File: src/hw/rtl/lzsc_pkg.sv
// Shared constants and types for the LZSS decompressor with sum check.
package lzsc_pkg;

  localparam int WINDOW_SIZE = 4096;
  localparam int MAX_RUN     = 18;
  localparam int WIN_AW      = $clog2(WINDOW_SIZE);
  localparam int CNT_W       = WIN_AW + 1;
  localparam int RUN_W       = $clog2(MAX_RUN + 1);
  localparam int LEN_BASE    = 3;
  localparam int CFG_IDX_W   = 2;

  localparam logic [7:0] SPACE_BYTE = 8'h20;

  typedef enum logic [CFG_IDX_W-1:0] {
    CFG_OUTPUT_LENGTH = 2'd0,
    CFG_SIGNED_SUM    = 2'd1,
    CFG_VERIFY_ENABLE = 2'd2
  } cfg_idx_t;

  typedef enum logic [5:0] {
    PH_FLAG   = 6'b000001,
    PH_ITEM   = 6'b000010,
    PH_PTR_HI = 6'b000100,
    PH_RUN    = 6'b001000,
    PH_SUM    = 6'b010000,
    PH_DONE   = 6'b100000
  } phase_t;

  typedef struct packed {
    logic              we;
    logic [WIN_AW-1:0] waddr;
    logic [7:0]        wdata;
    logic              re;
    logic [WIN_AW-1:0] raddr;
  } hist_req_t;

  typedef struct packed {
    logic [31:0] output_length;
    logic        signed_sum_mode;
    logic        verify_enable;
  } cfg_t;

endpackage

File: src/hw/rtl/lzsc_if.sv
// Request channel interfaces: compressed input, decoded output, register writes.
interface lzsc_in_if;
  logic       valid;
  logic       ready;
  logic [7:0] in_byte;
  logic       block_start;
  modport source (output valid, output in_byte, output block_start, input ready);
  modport sink   (input valid, input in_byte, input block_start, output ready);
endinterface

interface lzsc_out_if;
  logic       valid;
  logic       ready;
  logic [7:0] out_byte;
  logic       byte_valid;
  logic       run_last;
  logic       block_done;
  logic       checksum_bad;
  modport source (output valid, output out_byte, output byte_valid, output run_last,
                  output block_done, output checksum_bad, input ready);
  modport sink   (input valid, input out_byte, input byte_valid, input run_last,
                  input block_done, input checksum_bad, output ready);
endinterface


File: src/hw/rtl/lzsc_decoder.sv
// Stream decoder: flag/literal/pointer parsing, copy sequencer, byte sum and check.
module lzsc_decoder (
  input  logic                clk,
  input  logic                rst_n,
  input  lzsc_pkg::cfg_t      cfg,
  lzsc_in_if.sink             in_chan,
  lzsc_out_if.source          out_chan,
  output lzsc_pkg::hist_req_t hist_req,
  input  logic [7:0]          hist_rdata
);

  localparam int AW = lzsc_pkg::WIN_AW;
  localparam int CW = lzsc_pkg::CNT_W;
  localparam int RW = lzsc_pkg::RUN_W;

  lzsc_pkg::phase_t phase_r, phase_nxt;
  logic [8:0]    flags_r, flags_nxt;
  logic [7:0]    ptr_low_r, ptr_low_nxt;
  logic [31:0]   bytes_left_r, bytes_left_nxt;
  logic [CW-1:0] produced_r, produced_nxt;
  logic [31:0]   run_sum_r, run_sum_nxt;
  logic [31:0]   recv_sum_r, recv_sum_nxt;
  logic [1:0]    sum_idx_r, sum_idx_nxt;
  logic [AW-1:0] wr_pos_r, wr_pos_nxt;
  logic [AW-1:0] dist_r, dist_nxt;
  logic [RW-1:0] run_left_r, run_left_nxt;
  logic          fwd_r, fwd_nxt;
  logic [7:0]    fwd_data_r, fwd_data_nxt;

  logic       ov_r, ov_nxt;
  logic [7:0] ob_r, ob_nxt;
  logic       obv_r, obv_nxt;
  logic       olast_r, olast_nxt;
  logic       odone_r, odone_nxt;
  logic       obad_r, obad_nxt;

  logic slot_free;
  logic acc;

  assign slot_free     = !ov_r || out_chan.ready;
  assign in_chan.ready = (phase_r != lzsc_pkg::PH_RUN) && slot_free;
  assign acc           = in_chan.valid && in_chan.ready;

  assign out_chan.valid        = ov_r;
  assign out_chan.out_byte     = ob_r;
  assign out_chan.byte_valid   = obv_r;
  assign out_chan.run_last     = olast_r;
  assign out_chan.block_done   = odone_r;
  assign out_chan.checksum_bad = obad_r;

  always_comb begin
    lzsc_pkg::phase_t ph_e;
    logic [8:0]    fl_e;
    logic [31:0]   bl_e;
    logic [CW-1:0] pc_e;
    logic [31:0]   rs_e;
    logic [31:0]   rc_e;
    logic [1:0]    si_e;
    logic [AW-1:0] wp_e;
    logic          pe;
    logic [7:0]    pv;
    logic          p_last;
    logic          p_item_end;
    logic          fin;
    logic [31:0]   bl_dec;
    logic [31:0]   ext;
    logic [31:0]   rc_new;
    logic [7:0]    rd_byte;
    logic          run_end;
    logic [AW-1:0] rd_addr;
    logic [8:0]    fl_sh;

    ph_e = phase_r;
    fl_e = flags_r;
    bl_e = bytes_left_r;
    pc_e = produced_r;
    rs_e = run_sum_r;
    rc_e = recv_sum_r;
    si_e = sum_idx_r;
    wp_e = wr_pos_r;

    pe         = 1'b0;
    pv         = 8'h00;
    p_last     = 1'b0;
    p_item_end = 1'b0;
    ext        = 32'h0;
    rc_new     = 32'h0;
    rd_byte    = fwd_r ? fwd_data_r : hist_rdata;
    run_end    = 1'b0;
    rd_addr    = '0;
    fl_sh      = 9'h0;

    ptr_low_nxt  = ptr_low_r;
    dist_nxt     = dist_r;
    run_left_nxt = run_left_r;
    fwd_nxt      = fwd_r;
    fwd_data_nxt = fwd_data_r;
    hist_req     = '0;

    ov_nxt    = ov_r && !out_chan.ready;
    ob_nxt    = ob_r;
    obv_nxt   = obv_r;
    olast_nxt = olast_r;
    odone_nxt = odone_r;
    obad_nxt  = obad_r;

    // block start clears state before the byte is parsed
    if (acc && in_chan.block_start) begin
      fl_e = '0;
      pc_e = '0;
      rs_e = '0;
      rc_e = '0;
      si_e = '0;
      wp_e = '0;
      bl_e = cfg.output_length;
      ph_e = lzsc_pkg::PH_FLAG;
      if (cfg.output_length == 32'h0) begin
        if (cfg.verify_enable) begin
          ph_e = lzsc_pkg::PH_SUM;
        end else begin
          ph_e      = lzsc_pkg::PH_DONE;
          ov_nxt    = 1'b1;
          ob_nxt    = 8'h00;
          obv_nxt   = 1'b0;
          olast_nxt = 1'b1;
          odone_nxt = 1'b1;
          obad_nxt  = 1'b0;
        end
      end
    end

    phase_nxt      = ph_e;
    flags_nxt      = fl_e;
    bytes_left_nxt = bl_e;
    produced_nxt   = pc_e;
    run_sum_nxt    = rs_e;
    recv_sum_nxt   = rc_e;
    sum_idx_nxt    = si_e;
    wr_pos_nxt     = wp_e;

    bl_dec = bl_e - 32'd1;
    fin    = (bl_dec == 32'h0);

    if (acc) begin
      unique case (ph_e)
        lzsc_pkg::PH_FLAG: begin
          if (bl_e != 32'h0) begin
            flags_nxt = {1'b1, in_chan.in_byte};
            phase_nxt = lzsc_pkg::PH_ITEM;
          end
        end
        lzsc_pkg::PH_ITEM: begin
          if (bl_e != 32'h0) begin
            if (fl_e[0]) begin
              pe         = 1'b1;
              pv         = in_chan.in_byte;
              p_last     = 1'b1;
              p_item_end = 1'b1;
            end else begin
              ptr_low_nxt = in_chan.in_byte;
              phase_nxt   = lzsc_pkg::PH_PTR_HI;
            end
          end
        end
        lzsc_pkg::PH_PTR_HI: begin
          if (bl_e != 32'h0) begin
            dist_nxt     = {in_chan.in_byte[7:4], ptr_low_r};
            run_left_nxt = RW'(in_chan.in_byte[3:0]) + RW'(lzsc_pkg::LEN_BASE);
            hist_req.re    = 1'b1;
            hist_req.raddr = wp_e - {in_chan.in_byte[7:4], ptr_low_r};
            fwd_nxt      = 1'b0;
            phase_nxt    = lzsc_pkg::PH_RUN;
          end
        end
        lzsc_pkg::PH_SUM: begin
          rc_new       = rc_e | ({24'h0, in_chan.in_byte} << {si_e, 3'b000});
          recv_sum_nxt = rc_new;
          if (si_e == 2'd3) begin
            sum_idx_nxt = 2'd0;
            phase_nxt   = lzsc_pkg::PH_DONE;
            ov_nxt      = 1'b1;
            ob_nxt      = 8'h00;
            obv_nxt     = 1'b0;
            olast_nxt   = 1'b1;
            odone_nxt   = 1'b1;
            obad_nxt    = (rc_new != rs_e);
          end else begin
            sum_idx_nxt = si_e + 2'd1;
          end
        end
        default: begin
        end
      endcase
    end else if (phase_r == lzsc_pkg::PH_RUN && slot_free) begin
      if ({1'b0, dist_r} > pc_e) begin
        pv = lzsc_pkg::SPACE_BYTE;
      end else if (dist_r == '0) begin
        pv = 8'h00;
      end else begin
        pv = rd_byte;
      end
      pe      = 1'b1;
      run_end = (run_left_r == RW'(1)) || fin;
      p_last  = run_end;
      if (run_end) begin
        p_item_end = 1'b1;
      end else begin
        run_left_nxt   = run_left_r - RW'(1);
        rd_addr        = wp_e + AW'(1) - dist_r;
        hist_req.re    = 1'b1;
        hist_req.raddr = rd_addr;
        // read of the entry written this same cycle
        fwd_nxt        = (rd_addr == wp_e);
        fwd_data_nxt   = pv;
      end
    end

    if (pe) begin
      ext = (cfg.signed_sum_mode && pv[7]) ? {24'hffffff, pv} : {24'h0, pv};
      run_sum_nxt    = rs_e + ext;
      hist_req.we    = 1'b1;
      hist_req.waddr = wp_e;
      hist_req.wdata = pv;
      wr_pos_nxt     = wp_e + AW'(1);
      if (pc_e < CW'(lzsc_pkg::WINDOW_SIZE)) begin
        produced_nxt = pc_e + CW'(1);
      end
      bytes_left_nxt = bl_dec;
      ov_nxt    = 1'b1;
      ob_nxt    = pv;
      obv_nxt   = 1'b1;
      olast_nxt = p_last;
      odone_nxt = fin && !cfg.verify_enable;
      obad_nxt  = 1'b0;
      if (fin) begin
        phase_nxt = cfg.verify_enable ? lzsc_pkg::PH_SUM : lzsc_pkg::PH_DONE;
      end else if (p_item_end) begin
        fl_sh     = fl_e >> 1;
        flags_nxt = fl_sh;
        phase_nxt = (fl_sh == 9'd1) ? lzsc_pkg::PH_FLAG : lzsc_pkg::PH_ITEM;
      end
    end
  end

  always_ff @(posedge clk) begin
    if (!rst_n) begin
      phase_r      <= lzsc_pkg::PH_FLAG;
      flags_r      <= '0;
      ptr_low_r    <= '0;
      bytes_left_r <= '0;
      produced_r   <= '0;
      run_sum_r    <= '0;
      recv_sum_r   <= '0;
      sum_idx_r    <= '0;
      wr_pos_r     <= '0;
      run_left_r   <= '0;
      fwd_r        <= 1'b0;
      ov_r         <= 1'b0;
    end else begin
      phase_r      <= phase_nxt;
      flags_r      <= flags_nxt;
      ptr_low_r    <= ptr_low_nxt;
      bytes_left_r <= bytes_left_nxt;
      produced_r   <= produced_nxt;
      run_sum_r    <= run_sum_nxt;
      recv_sum_r   <= recv_sum_nxt;
      sum_idx_r    <= sum_idx_nxt;
      wr_pos_r     <= wr_pos_nxt;
      run_left_r   <= run_left_nxt;
      fwd_r        <= fwd_nxt;
      ov_r         <= ov_nxt;
    end
  end

  always_ff @(posedge clk) begin
    dist_r     <= dist_nxt;
    fwd_data_r <= fwd_data_nxt;
    ob_r       <= ob_nxt;
    obv_r      <= obv_nxt;
    olast_r    <= olast_nxt;
    odone_r    <= odone_nxt;
    obad_r     <= obad_nxt;
  end

endmodule

File: src/flat_wrapper.sv
// flat-port wrapper written by rule: the top's interface ports become plain ports
module lzsc_decoder_flat 
  (clk, rst_n, cfg, hist_req, hist_rdata, in_chan_valid, in_chan_in_byte, in_chan_block_start, in_chan_ready, out_chan_valid, out_chan_out_byte, out_chan_byte_valid, out_chan_run_last, out_chan_block_done, out_chan_checksum_bad, out_chan_ready);
  lzsc_in_if in_chan_i ();
  lzsc_out_if out_chan_i ();
  input  logic clk;
  input  logic rst_n;
  input  lzsc_pkg::cfg_t cfg;
  output lzsc_pkg::hist_req_t hist_req;
  input  logic [7:0] hist_rdata;
  input wire logic [$bits(in_chan_i.valid)-1:0] in_chan_valid;
  input wire logic [$bits(in_chan_i.in_byte)-1:0] in_chan_in_byte;
  input wire logic [$bits(in_chan_i.block_start)-1:0] in_chan_block_start;
  output wire logic [$bits(in_chan_i.ready)-1:0] in_chan_ready;
  output wire logic [$bits(out_chan_i.valid)-1:0] out_chan_valid;
  output wire logic [$bits(out_chan_i.out_byte)-1:0] out_chan_out_byte;
  output wire logic [$bits(out_chan_i.byte_valid)-1:0] out_chan_byte_valid;
  output wire logic [$bits(out_chan_i.run_last)-1:0] out_chan_run_last;
  output wire logic [$bits(out_chan_i.block_done)-1:0] out_chan_block_done;
  output wire logic [$bits(out_chan_i.checksum_bad)-1:0] out_chan_checksum_bad;
  input wire logic [$bits(out_chan_i.ready)-1:0] out_chan_ready;
  assign in_chan_i.valid = in_chan_valid;
  assign in_chan_i.in_byte = in_chan_in_byte;
  assign in_chan_i.block_start = in_chan_block_start;
  assign in_chan_ready = in_chan_i.ready;
  assign out_chan_valid = out_chan_i.valid;
  assign out_chan_out_byte = out_chan_i.out_byte;
  assign out_chan_byte_valid = out_chan_i.byte_valid;
  assign out_chan_run_last = out_chan_i.run_last;
  assign out_chan_block_done = out_chan_i.block_done;
  assign out_chan_checksum_bad = out_chan_i.checksum_bad;
  assign out_chan_i.ready = out_chan_ready;
  lzsc_decoder u_core (.clk(clk), .rst_n(rst_n), .cfg(cfg), .in_chan(in_chan_i), .out_chan(out_chan_i), .hist_req(hist_req), .hist_rdata(hist_rdata));
endmodule
File: config.mk
export PLATFORM = sky130hd
export DESIGN_NAME = lzsc_decoder_flat
export DESIGN_NICKNAME = d
export VERILOG_FILES = /design/src/hw/rtl/lzsc_pkg.sv /design/src/hw/rtl/lzsc_if.sv /design/src/hw/rtl/lzsc_decoder.sv /design/src/flat_wrapper.sv
export SDC_FILE = /design/constraint.sdc
export NUM_CORES = 1
export LEC_CHECK = 0
export BUFFER_PORTS_ARGS = -buffer_cell sky130_fd_sc_hd__buf_4
export CAP_MARGIN = 20
export CORE_MARGIN = 2
export CORE_UTILIZATION = 45
export DETAILED_ROUTE_END_ITERATION = 7
export GPL_TIMING_DRIVEN = 1
export SYNTH_ARGS = -nofsm -noshare
export SYNTH_HDL_FRONTEND = slang
export SYNTH_SLANG_ARGS = --single-unit
export TNS_END_PERCENT = 1
File: constraint.sdc
create_clock -name clk -period 18.1 [get_ports clk]
set_clock_uncertainty 0.1 [all_clocks]
set_input_delay 1.81 -clock clk [delete_from_list [all_inputs] [get_ports clk]]
set_output_delay 1.81 -clock clk [all_outputs]
set_load 0.01 [all_outputs]
==> metrics.cfg, run 1 <==
[worst_setup_path]
crit_arrival_ps=6320
crit_path_cell_trace=buf_4, nand2b_1, o211a_2, mux2i_1, ha_1, nand4b_1, or4_4, a21o_1, a2111oi_2, nand4_1, a2111oi_4, nor3_2, buf_4, inv_1, o22ai_1, buf_4
cp_top_family=compound AO/OA/AOI/OAI gates
critPathMaxFanout=22
cpMostUsedCell=buf_4
critical_path.startpoint_type=input port
r2r_slack_ps=10880
cp.required_ps=16190
reg2reg_to=u_core.run_sum_r[19]$_SDFF_PN0_
crit_path_end=hist_req[11]
worst-setup-path-type=input port to output port
cp-startpoint=out_chan_ready
crit_slowest_cell=a2111oi_4
cp.depth=16
reg2reg_depth=24
crit_buf_inv=4
critPathCaptureType=output port
max_stage_delay_ps=630
rr_startpoint=u_core.phase_r[2]$_SDFF_PN0_

[finish]
diodes=0
area_delta_synth_final_pct=12.0
layout.nets=1930
layout_common_cells=nand2_1, dfxtp_1, nor2_1
fill_cells=2954
drive_gt1_share_pct=9.62
finish.utilization_pct=51.3
layout_commonest_cell=nand2_1

[floorplan]
io_pins=103
die_area_um2=31700
core_um2=29700
die_h_um=178
chipWidth_um=178
initial_utilization_pct=45.8
num_rows=63

[synthesis]
async_reset_ff_share_pct=0
synth_seq_area_share_pct=28.7
synth_edf_count=20
ys_warn_count=0
synth_area_um2=13600
ys_types=84
syn_inst=1766
synthFlopType=dfxtp_1
synth_seq_cells=185
avgSynthCellArea_um2=7.71
syn_nets=1890

[min_path]
hold_depth=2
hold_class=register to register

[place]
routabilityCongestion=0.903
port-buffer-count=102
hpwl_um=30300
place_ws_ps=9690

[clocking]
h-tree-depth=4
path_clk_slew_ps=80
root_buffer=clkbuf_16
postCtsResizedCells=0
insertion_delay_ps=450
cts_buffer_depth=2
postCtsSetupRepairBufs=0
hold_buffers=0
cts_made_buffers=17
cts_tree=done
clkSinkCount=185

[global_route]
grt_pass1_vias=12400
antenna_found_initial=0
grt_pass1_wl_um=66800
grtUsageTotal_pct=26.7
grt_overflow=0
grt_max_degree=60

[pwr]
leakage_nw=6.30
p_per_area_nw_per_um2=62.6
total_power_w=0.000955
ir_drop_uv=66.0

[timing]
period_needed_ps=8230
slew_viol_final=0
finalSetupViolations=0
finalSetupTns_ps=0
min_period_over_period_pct=45.5
hold_viol=0
rsz0062_at_grt=no
whs_ps=344
max_freq_mhz=121
tightest_slew_ps=1030
setup_ws_ps=9870
slew-limit-headroom_pct=31.0

[route]
post_drt_via_cell_ratio=5.96
drc_errors=0
first_iter_violations=1053
drt_wl_total_um=42300
first_pass_iters=5
ant_nets=0
vias=13200
post_drt_wl_per_cell_um=19.1

[status]
outcome=finished clean

[run]
max_cap_violations=0

routing by layer:
metal	vias up	share of wire [%]	GRT usage, %
li1	6380	-	-
met3	60	6.0	4.48
met2	431	47	44.9
met5	-	0	0
met4	0	2.1	7.17
met1	6297	44	35.5
registers in the layout, summed over array words and instances (netlist names), 2 cells and up:
name and count:
u_core.fwd_data_r 8, u_core.ptr_low_r 8, u_core.run_left_r 5, u_core.bytes_left_r 32, u_core.out_chan.out_byte 8, u_core.dist_r 12, u_core.sum_idx_r 2, u_core.flags_r 9
u_core.wr_pos_r 12, u_core.produced_r 13, u_core.recv_sum_r 32, u_core.run_sum_r 32, u_core.phase_r 6
worst reg2reg max path: stages, from the launching register on:
cell and delay, ps:
dfxtp_1 370, or4b_1 600, o211ai_1 250, buf_4 570, nand2_1 240, ha_1 350
nand3_1 120, nor4_1 400, a221o_1 410, a32o_1 350, nand2_1 170, inv_2 430
ha_1 400, a21o_1 180, a21o_1 180, nor2_1 110, o21ai_0 140, a21oi_1 230
nor3_1 70, o211a_1 270, nor3_1 350, o21ai_0 310, xnor2_1 230, o211ai_1 190
o31ai_1 90
cells by family after synthesis:
logic type / synth area share (%)
and+or+nand+nor: 26.6
AOI/OAI and AO/OA: 21.0
buffers and inverters: 5.33
DFF: 28.7
xor gates and xnor gates: 7.71
adders and majority gates: 6.50
muxes: 4.11
layout make-up:
class,count,area (µm²),share of cell area (%)
clock buffers,22,487,3.19
multi-input cells,1396,9010,59.1
clock inverters,10,153,1.00
well taps,390,488,3.20
flip-flops and latches,185,3900,25.6
inverters,89,334,2.19
repair buffers,117,878,5.76
worst min-delay path by stage:
stage	startpoint	end	slack, ps
floorplan	u_core.ptr_low_r[2]$_SDFFE_PN0P_	u_core.dist_r[2]$_DFFE_PP_	330
global placement	u_core.out_chan.byte_valid$_SDFF_PP1_	u_core.out_chan.byte_valid$_SDFF_PP1_	330
detailed placement	u_core.out_chan.byte_valid$_SDFF_PP1_	u_core.out_chan.byte_valid$_SDFF_PP1_	340
CTS	u_core.out_chan.byte_valid$_SDFF_PP1_	u_core.out_chan.byte_valid$_SDFF_PP1_	350
global route	u_core.out_chan.out_byte[1]$_DFF_P_	u_core.out_chan.out_byte[1]$_DFF_P_	370
finish	u_core.out_chan.byte_valid$_SDFF_PP1_	u_core.out_chan.byte_valid$_SDFF_PP1_	340
report_power, final:
part | leakage, nW | total, W | internal (W) | switching [W]
Combinational | 4.49 | 0.000109 | 0.0000428 | 0.0000659
Clock | 0.308 | 0.000419 | 0.000237 | 0.000181
Sequential | 1.51 | 0.000428 | 0.000421 | 0.00000725
synth_stat cells (6+ instances only):
cell type | instances | area, µm²
o21a_1 | 25 | 188
xor2_1 | 40 | 350
and3_1 | 34 | 213
xnor2_1 | 80 | 701
o22ai_1 | 14 | 87.6
clkbuf_1 | 64 | 240
a21boi_0 | 22 | 165
edfxtp_1 | 20 | 601
o21ai_0 | 92 | 460
a32oi_1 | 13 | 114
nand4_1 | 22 | 138
o21bai_1 | 7 | 52.6
o2111ai_1 | 7 | 61.3
nor4_1 | 27 | 169
a21oi_1 | 109 | 546
or3_1 | 19 | 119
ha_1 | 66 | 826
a21o_1 | 25 | 188
mux2i_1 | 47 | 470
nor2b_1 | 43 | 269
mux2_2 | 8 | 90.1
buf_1 | 12 | 45.0
nand2b_1 | 11 | 68.8
and2_1 | 75 | 469
a31oi_1 | 13 | 81.3
o31ai_1 | 6 | 45.0
nor3_1 | 46 | 230
dfxtp_1 | 165 | 3300
nand2_1 | 200 | 751
nor4b_1 | 6 | 52.6
a22o_1 | 7 | 61.3
nand3_1 | 55 | 275
a22oi_1 | 21 | 158
buf_2 | 19 | 95.1
or4_1 | 7 | 52.6
inv_1 | 88 | 330
o211ai_1 | 8 | 60.1
a211oi_1 | 11 | 82.6
nor2_1 | 140 | 526
stage by stage:
| step | instances | instance area, µm² |
|---|---|---|
| after floorplan | 1766 | 13600 |
| after global placement | 2177 | 14600 |
| after detailed placement | 2177 | 14600 |
| after CTS | 2209 | 15300 |
| after global routing | 2209 | 15300 |
| final | 2209 | 15300 |
No activity file was read; power rests on OpenSTA's default activity.
==> run 2, diff against run 1 <==
- ABC_AREA: default -> 1
- clock period: 18.1 -> 6.9 ns (I/O delays scaled with it)
==> metrics.cfg, run 2 <==
[worst_setup_path]
crit_buf_inv=8
critPathCaptureType=register
crit_arrival_ps=6400
cp.depth=40
crit_slowest_cell=fa_1
reg2reg_depth=39
cpMostUsedCell=nand2_1
max_stage_delay_ps=450
critical_path.startpoint_type=input port
critPathMaxFanout=34
cp.required_ps=7140
cp_top_family=simple AND/OR/NAND/NOR gates
worst-setup-path-type=input port to register

[floorplan]
num_rows=63
initial_utilization_pct=46.0
io_pins=103
core_um2=29900
chipWidth_um=179
die_area_um2=32000
die_h_um=179

[clocking]
path_clk_slew_ps=70
cts_tree=done
clkSinkCount=185
cts_made_buffers=17
root_buffer=clkbuf_16
postCtsResizedCells=0
cts_buffer_depth=2
postCtsSetupRepairBufs=0
h-tree-depth=4
hold_buffers=0
insertion_delay_ps=450

[synthesis]
synth_edf_count=20
synth_seq_area_share_pct=28.4
syn_inst=2055
ys_types=66
synth_top_area_share_pct=24.0
synthFlopType=dfxtp_1
syn_nets=2179
synth_largest_area_cell=dfxtp_1
async_reset_ff_share_pct=0
synth.area.top_cells=dfxtp_1, nand2_1, inv_1, o21ai_0, ha_1
synth_seq_cells=185
ys_warn_count=0
synth_area_um2=13700
yosysMostFrequentCell=nand2_1
avgSynthCellArea_um2=6.69
synthTopCellsByCount=nand2_1, inv_1, o21ai_0

[global_route]
grt_pass1_wl_um=64800
grt_max_degree=85
antenna_found_initial=0
grt_pass1_vias=12400
grtUsageTotal_pct=25.7
grt_overflow=0

[timing]
period_needed_ps=6150
rsz0062_at_grt=no
finalSetupTns_ps=0
min_period_over_period_pct=89.2
max_freq_mhz=162
slew_viol_final=0
hold_viol=0
finalSetupViolations=0
tightest_slew_ps=1060
slew-limit-headroom_pct=29.1

[finish]
area_delta_synth_final_pct=12.6
reg.largest.list=u_core.bytes_left_r: 32 flops, u_core.recv_sum_r: 32 flops, u_core.run_sum_r: 32 flops
finish.utilization_pct=51.8
diodes=0
layout_common_cells=nand2_1, inv_1, o21ai_0
layout.nets=2257
drive_gt1_share_pct=13.3
layout_commonest_cell=nand2_1

[pwr]
ir_drop_uv=151
leakage_nw=7.68
total_power_w=0.00253
p_per_area_nw_per_um2=164

[route]
vias=13400
drt_wl_total_um=40700
first_iter_violations=1008
ant_nets=0
post_drt_wl_per_cell_um=16.1
first_pass_iters=5
post_drt_via_cell_ratio=5.28
drc_errors=0

[min_path]
hold_class=register to register
hold_depth=2

[place]
hpwl_um=30700
routabilityCongestion=0.907
port-buffer-count=102

[run]
max_cap_violations=0

[status]
outcome=finished clean

## run 2: cell families after synthesis
| kind of cell | synth area share (%) |
|---|---|
| xor gates and xnor gates | 6.18 |
| and+or+nand+nor | 28.4 |
| adders and majority gates | 6.45 |
| AOI/OAI and AO/OA | 19.1 |
| muxes | 0.219 |
| DFF | 28.4 |
| buffers and inverters | 11.3 |
## run 2: path summary, 6_finish.rpt
check                                 startpoint                                   to  slack [ps]
max                               out_chan_ready      u_core.run_sum_r[28]$_SDFF_PN0_         750
min          u_core.out_chan.out_byte[7]$_DFF_P_  u_core.out_chan.out_byte[7]$_DFF_P_         360
max reg2reg         u_core.phase_r[0]$_SDFF_PN1_      u_core.run_sum_r[28]$_SDFF_PN0_         760
min reg2reg  u_core.out_chan.out_byte[7]$_DFF_P_  u_core.out_chan.out_byte[7]$_DFF_P_         360
## run 2: layout make-up
cell class | count | area (µm²)
Clock inverter | 15 | 174
Tap cell | 390 | 488
Fill cell | 3029 | 14400
Clock buffer | 17 | 425
Timing Repair Buffer | 126 | 991
Multi-Input combinational cell | 1485 | 8290
Sequential cell | 185 | 3900
Inverter | 318 | 1200
## run 2: tightest hold or removal path, cell delays in order (launching register included)
cell and delay (ps):
dfxtp_1 310, nand2_1 60, nand2_1 40
## run 2: power by group
part | switching, W | internal (W) | total (W)
sequential | 0.0000140 | 0.00111 | 0.00113
clock | 0.000511 | 0.000522 | 0.00103
combinational | 0.000243 | 0.000131 | 0.000374
## run 2: layer usage
metal | wire length (µm) | global-route usage (%)
met5 | 0 | 0
met4 | 484 | 5.83
met3 | 1710 | 2.86
met2 | 19700 | 44.9
met1 | 18900 | 34.1
## run 2: stage by stage
| stage | std cells | setup WS (ps) | hold slack [ps] | instance area (µm²) |
|---|---|---|---|---|
| 6_report | 2536 | 746 | 356 | 15500 |
| 4_1_cts | 2536 | 727 | 354 | 15500 |
| 3_3_place_gp | 2503 | 451 | 337 | 14800 |
| 5_1_grt | 2536 | 7.53 | 357 | 15500 |
| 3_5_place_dp | 2504 | 286 | 345 | 14900 |
| 2_1_floorplan | 2055 | 467 | 325 | 13700 |
